$ cat config.mk
export PLATFORM = sky130hd
export DESIGN_NAME = rhsh_front
export DESIGN_NICKNAME = d
export VERILOG_FILES = /design/src/rtl/rhsh_front.sv
export SDC_FILE = /design/constraint.sdc
export NUM_CORES = 1
export LEC_CHECK = 0
export BUFFER_PORTS_ARGS = -buffer_cell sky130_fd_sc_hd__buf_2
export CAP_MARGIN = 25
export CORE_MARGIN = 3
export CORE_UTILIZATION = 33
export CTS_CLUSTER_DIAMETER = 150
export CTS_CLUSTER_SIZE = 20
export DETAILED_ROUTE_END_ITERATION = 8
export GPL_TIMING_DRIVEN = 1
export PLACE_DENSITY_LB_ADDON = 0.25
export SKIP_CTS_REPAIR_TIMING = 1
export SYNTH_ARGS = -nofsm -noshare
export SYNTH_HDL_FRONTEND = slang
export SYNTH_SLANG_ARGS = --single-unit
export TNS_END_PERCENT = 20
$ cat constraint.sdc
create_clock -name clk -period 1.6 [get_ports clk]
set_input_delay 0.32 -clock clk [delete_from_list [all_inputs] [get_ports clk]]
set_output_delay 0.32 -clock clk [all_outputs]
set_load 0.005 [all_outputs]
$ cat src/rtl/rhsh_front.sv
// ----------------------------------------------------------------------------
// rhsh_front: sample intake
// Two-entry queue that takes sample beats and hands them to the back end.
// ----------------------------------------------------------------------------
`timescale 1ns / 1ps
`default_nettype none
module rhsh_front (
  input  wire logic        clk,
  input  wire logic        rst_n,
  input  wire logic        in_tvalid,
  output logic             in_tready,
  input  wire logic [31:0] in_tdata,
  output logic             q_valid,
  output logic [31:0]      q_data,
  input  wire logic        q_pop
);

  logic [31:0] mem_r [2];
  logic        wr_ptr_r, wr_ptr_nxt;
  logic        rd_ptr_r, rd_ptr_nxt;
  logic [1:0]  cnt_r, cnt_nxt;
  logic        push;

  assign in_tready = (cnt_r != 2'd2);
  assign push      = in_tvalid && in_tready;
  assign q_valid   = (cnt_r != 2'd0);
  assign q_data    = mem_r[rd_ptr_r];

  always_comb begin
    wr_ptr_nxt = push ? ~wr_ptr_r : wr_ptr_r;
    rd_ptr_nxt = q_pop ? ~rd_ptr_r : rd_ptr_r;
    cnt_nxt    = cnt_r + {1'b0, push} - {1'b0, q_pop};
  end

  always_ff @(posedge clk) begin
    if (!rst_n) begin
      wr_ptr_r <= 1'b0;
      rd_ptr_r <= 1'b0;
      cnt_r    <= 2'd0;
    end else begin
      wr_ptr_r <= wr_ptr_nxt;
      rd_ptr_r <= rd_ptr_nxt;
      cnt_r    <= cnt_nxt;
    end
  end

  always_ff @(posedge clk) begin
    if (push) begin
      mem_r[wr_ptr_r] <= in_tdata;
    end
  end

  a_cnt_bound: assert property (@(posedge clk) disable iff (!rst_n) cnt_r != 2'd3)
    else $error("queue count out of range");
  a_pop_nonempty: assert property (@(posedge clk) disable iff (!rst_n)
    (cnt_r == 2'd0 && !push) |=> (cnt_r == 2'd0 || $past(in_tvalid)))
    else $error("queue filled without a beat");

endmodule
`default_nettype wire

**After elaboration in Yosys (flattened, before gate mapping)**

Memories as Yosys holds them, arrays and structs flattened. A register that Yosys moved wholly into a read port is not among the register bits.
Index checks and enable logic that the tools add are counted.
W data, S select, Z words.

- Bits in registers: 4
- Latch bits: 0
- Bits in writable memories: 64
- ROM bits: 0
- Input port bits: 36
- Output and inout port bits: 34
- Logic and storage cells: 15
- Memories: 1

- Add/subtract/negate cells: 2
- $mul: 0
- Div/mod/pow operators: 0
- Order comparisons: 0
- Equality and inequality tests: 1
- Shift-type cells: 0
- Multiplexer cells: 4
- Bitwise operators: 2
- Reductions and logical operators: 2

Memories:

| name | depth | width | read ports | clocked after memory_dff | wr ports | RTL line | RTL |
|---|---|---|---|---|---|---|---|
| mem_r | 2 | 32 | 1 | 1 | 1 | 18 | `logic [31:0] mem_r [2];` |

Operators by type and width:

| kind | count |
|---|---|
| $mux W1 | 4 |
| $add A2 B1 Y2 | 1 |
| $ne A2 B2 Y1 const B | 1 |
| $not A1 Y1 | 2 |
| $reduce_bool A2 Y1 | 1 |
| $sub A2 B1 Y2 | 1 |
| $logic_and A1 B1 Y1 | 1 |

**Logic depth before layout (Yosys ltp)**

- Word-level depth: 4
- Depth in mapped cells: 7
- Gate-level depth less buffers: 7

**Least setup slack after synthesis**

Ideal clock, no wire load.

- Path type: register -> register
- Start: register cnt_r[0]
- End: memory mem_r[1][0] (enable)
- Arrival time: 1411 ps
- Required time: 1208 ps
- Slack: -203 ps
- Cell stages (with the launch flop): 3
- Clock period less this slack: 1803 ps
- Cell sequence: dfxtp_1 -> nand2b_1 -> and3_1

- Cells in the longest elaborated chain, start to end: 4

RTL lines:

| item | RTL line | RTL |
|---|---|---|
| start, declared | 21 | `logic [1:0] cnt_r, cnt_nxt;` |
| start signal, assigned | 43 | `cnt_r <= cnt_nxt;` |
| $ne A2 B2 Y1 | 24 | `assign in_tready = (cnt_r != 2'd2);` |
| named net in_tready | 11 | `output logic in_tready,` |
| $logic_and A1 B1 Y1 | 25 | `assign push = in_tvalid && in_tready;` |
| $mux W1 | 48 | `if (push) begin` |
| $mux W1 (not written as such) | 49 | `mem_r[wr_ptr_r] <= in_tdata;` |
| end, declared | 18 |  |

The timed path passes the listed nets, and every way through them passes these cells.

==> flow_metrics.py <==
metrics = {
    "setup_path": {
        "crit_type": "reg -> out",
        "worstPathRequired_ns": 1.28,
        "arrival_ns": 1.38,
        "crit_path_end_kind": "output port",
        "critPathLaunchType": "register",
        "critPathMaxFanout": 9,
    },
    "synthesis": {
        "synth_nets": 165,
        "synth-seq-area-share_pct": 78.5,
        "synth_seq_cells": 69,
        "synth.distinct_cells": 24,
        "netlist_area_um2": 2580,
        "synth_warnings": 0,
        "syn_area_per_cell_um2": 20.1,
        "syn_inst": 128,
    },
    "global_route": {
        "grt_pass1_wl_mm": 6.57,
        "grt_max_degree": 33,
        "grt_pass1_vias": 1352,
        "track_usage_pct": 10.2,
        "grt_overflow": 0,
        "antenna_found_initial": 0,
    },
    "cells_and_area": {
        "postLayoutCoreUtil_pct": 47.3,
        "nNetsFinal": 246,
        "fillCellCount": 669,
        "final_area_um2": 3510,
        "drive_gt1_share_pct": 59.8,
        "area_growth_pct": 36.1,
        "layout.cells.non_filler": 313,
        "antenna_cells": 0,
    },
    "die": {
        "start_util_pct": 34.8,
        "fp.dieArea_um2": 8900,
        "core_um2": 7410,
        "die_w_um": 94.4,
        "dieHeight_um": 94.4,
        "num_rows": 31,
        "pin_count": 70,
    },
    "clocking": {
        "root_buffer": "clkbuf_8",
        "cts_sinks": 69,
        "cts_max_level": 3,
        "cts_tree": "built",
        "insertion_delay_ns": 0.33,
        "cts_made_buffers": 9,
        "cts_buffer_depth": 2,
        "clkTransAtPathRegs_ns": 0.07,
    },
    "power_and_ir_drop": {
        "leakage_nw": 1.35,
        "total_power_mw": 4.65,
        "irDropWorstVdd_v": 0.000581,
        "p_per_area_nw_per_um2": 1330,
        "pwr-share-comb_pct": 13.7,
        "switching_share_pct": 20.2,
        "p_clk_share_pct": 38.9,
        "p_switching_mw": 0.941,
        "cell_internal_pwr_mw": 3.71,
        "power_frac_seq_pct": 47.4,
    },
    "detailed_routing": {
        "drc": 0,
        "vias_per_cell": 4.43,
        "ant_nets": 0,
        "drt-initial-drc-count": 37,
        "first_pass_iters": 4,
        "routed_wirelength_mm": 4.50,
        "wl_per_cell_um": 14.4,
        "num_vias": 1387,
    },
    "place": {
        "place_congestion": 0.624,
        "dpl.cell_count": 296,
        "placed_area_um2": 3100,
        "post-place-ws_ns": 0.0700,
        "hpwl_mm": 2.83,
        "io_buffers": 69,
    },
    "timing": {
        "rsz0062_at_grt": "true",
        "period_share_pct": 106,
        "setup_viol": 32,
        "setup_ws_ns": -0.0970,
        "maxClockFrequency_mhz": 589,
        "finalHoldViolCount": 0,
        "drv_slew": 0,
        "max_slew.worst_pin.slew_ns": 0.252,
        "min_period_ns": 1.70,
        "worst_slew_margin_rel_pct": 83.0,
        "fin_skew_ns": 0.00523,
    },
    "status": {
        "outcome": "finished, violations left",
        "violations": "negative setup slack",
    },
    "flow_run": {
        "cap_viol_max_count": 0,
    },
    "worst_hold_path": {
        "hold_path_class": "in -> reg",
    },
}
-- critical path, stage by stage, from the launching register on --
cell and delay (ns):
dfxtp_4 0.41, clkbuf_16 0.18, mux2_2 0.34, buf_6 0.12
-- cells by family after synthesis --
| logic type | Yosys count | synth area share [%] |
|---|---|---|
| DFF | 69 | 78.5 |
| muxes | 33 | 14.4 |
| and+or+nand+nor | 12 | 2.87 |
| buffers and inverters | 6 | 1.36 |
| AOI/OAI and AO/OA | 5 | 1.75 |
| xor gates and xnor gates | 2 | 0.680 |
| adders and majority gates | 1 | 0.486 |
-- per-layer routing --
metal / global-route usage (%) / share of wire (%) / vias up
met5: 0 / 0 / -
met1: 12.0 / 41 / 677
met4: 6.14 / 2.1 / 0
met2: 16.0 / 49 / 43
met3: 3.75 / 7.4 / 9
li1: - / - / 658
-- Yosys cell counts (all sizes together) --
library cell	n	area, um2
edfxtp	64	1920
xnor2	1	8.76
a211oi	1	7.51
nand3	1	5.00
a211o	1	8.76
nand2	2	7.51
ha	1	12.5
dfxtp	5	100
xor2	1	8.76
nor4b	1	8.76
and3	1	6.26
inv	2	7.51
mux2	32	360
or2	1	6.26
nand3b	2	15.0
a21bo	1	10.0
nand2b	1	6.26
clkbuf	1	5.00
buf	3	22.5
and2	3	18.8
mux2i	1	10.0
a21boi	2	18.8
-- registers in the layout, indices dropped and copies added (netlist names), named ones only --
register and flops:
mem_r 64, rd_ptr_r 1, cnt_r 2, wr_ptr_r 1
-- stage by stage --
stage / hold slack (ns) / TNS, ns
6_report: 0.173 / -2.30
4_1_cts: 0.151 / -5.49
3_5_place_dp: 0.512 / 0
5_1_grt: 0.152 / -3.74
3_3_place_gp: 0.507 / 0
2_1_floorplan: 0.419 / -2.75
-- power groups by stage --
| stage | Combinational (mW) | Clock (mW) | Sequential, mW |
|---|---|---|---|
| floorplan | 0.292 | 0 | 2.22 |
| global placement | 0.559 | 0 | 2.23 |
| detailed placement | 0.557 | 0 | 2.24 |
| CTS | 0.561 | 1.86 | 2.20 |
| global route | 0.697 | 1.94 | 2.22 |
| finish | 0.638 | 1.81 | 2.21 |
-- cell type report --
| cell class | instances | area [um2] | share of cell area [%] |
|---|---|---|---|
| Clock inverter | 7 | 138 | 3.92 |
| Multi-Input combinational cell | 53 | 567 | 16.2 |
| Tap cell | 99 | 124 | 3.53 |
| Timing Repair Buffer | 74 | 519 | 14.8 |
| Inverter | 2 | 7.51 | 0.214 |
| Clock buffer | 9 | 124 | 3.53 |
| Sequential cell | 69 | 2030 | 57.8 |
-- layout by cell type, fill, tap and decap left out --
| cell | synthesis | final |
|---|---|---|
| mux2i_1 | 1 | 1 |
| clkinv_4 | 0 | 1 |
| a211oi_1 | 1 | 1 |
| clkinv_2 | 0 | 1 |
| and2_1 | 3 | 3 |
| edfxtp_1 | 64 | 64 |
| and3_2 | 0 | 1 |
| nand2_1 | 2 | 2 |
| clkinv_1 | 0 | 1 |
| clkbuf_8 | 0 | 9 |
| mux2_2 | 30 | 19 |
| buf_2 | 0 | 58 |
| mux2_4 | 0 | 11 |
| mux2_1 | 2 | 2 |
| nand3_1 | 1 | 1 |
| a21bo_2 | 1 | 1 |
| dfxtp_1 | 5 | 2 |
| buf_12 | 0 | 4 |
| inv_1 | 2 | 2 |
| dfxtp_2 | 0 | 2 |
| nand2b_2 | 0 | 1 |
| dfxtp_4 | 0 | 1 |
| ha_2 | 0 | 1 |
| clkbuf_16 | 0 | 1 |
| a211o_1 | 1 | 1 |
| xnor2_1 | 1 | 1 |
| or2_2 | 1 | 1 |
| bufinv_16 | 0 | 4 |
| nand3b_1 | 2 | 2 |
| buf_6 | 0 | 11 |
| a21boi_1 | 1 | 1 |
| nor4b_1 | 1 | 1 |
| xor2_1 | 1 | 1 |
| a21boi_2 | 1 | 1 |
-- final timing paths --
kind                    startpoint                endpoint  slack [ns]  cells after the start
min                   in_tdata[16]  mem_r[1][16]$_DFFE_PP_        0.17                      1
max reg2reg    cnt_r[0]$_SDFF_PN0_     cnt_r[1]$_SDFF_PN0_        0.13                      7
min reg2reg  wr_ptr_r$_SDFFE_PN0P_   wr_ptr_r$_SDFFE_PN0P_        0.56                      2
max                       register              q_data[21]        -0.1                      3
Power figures use the tool's default switching activity.
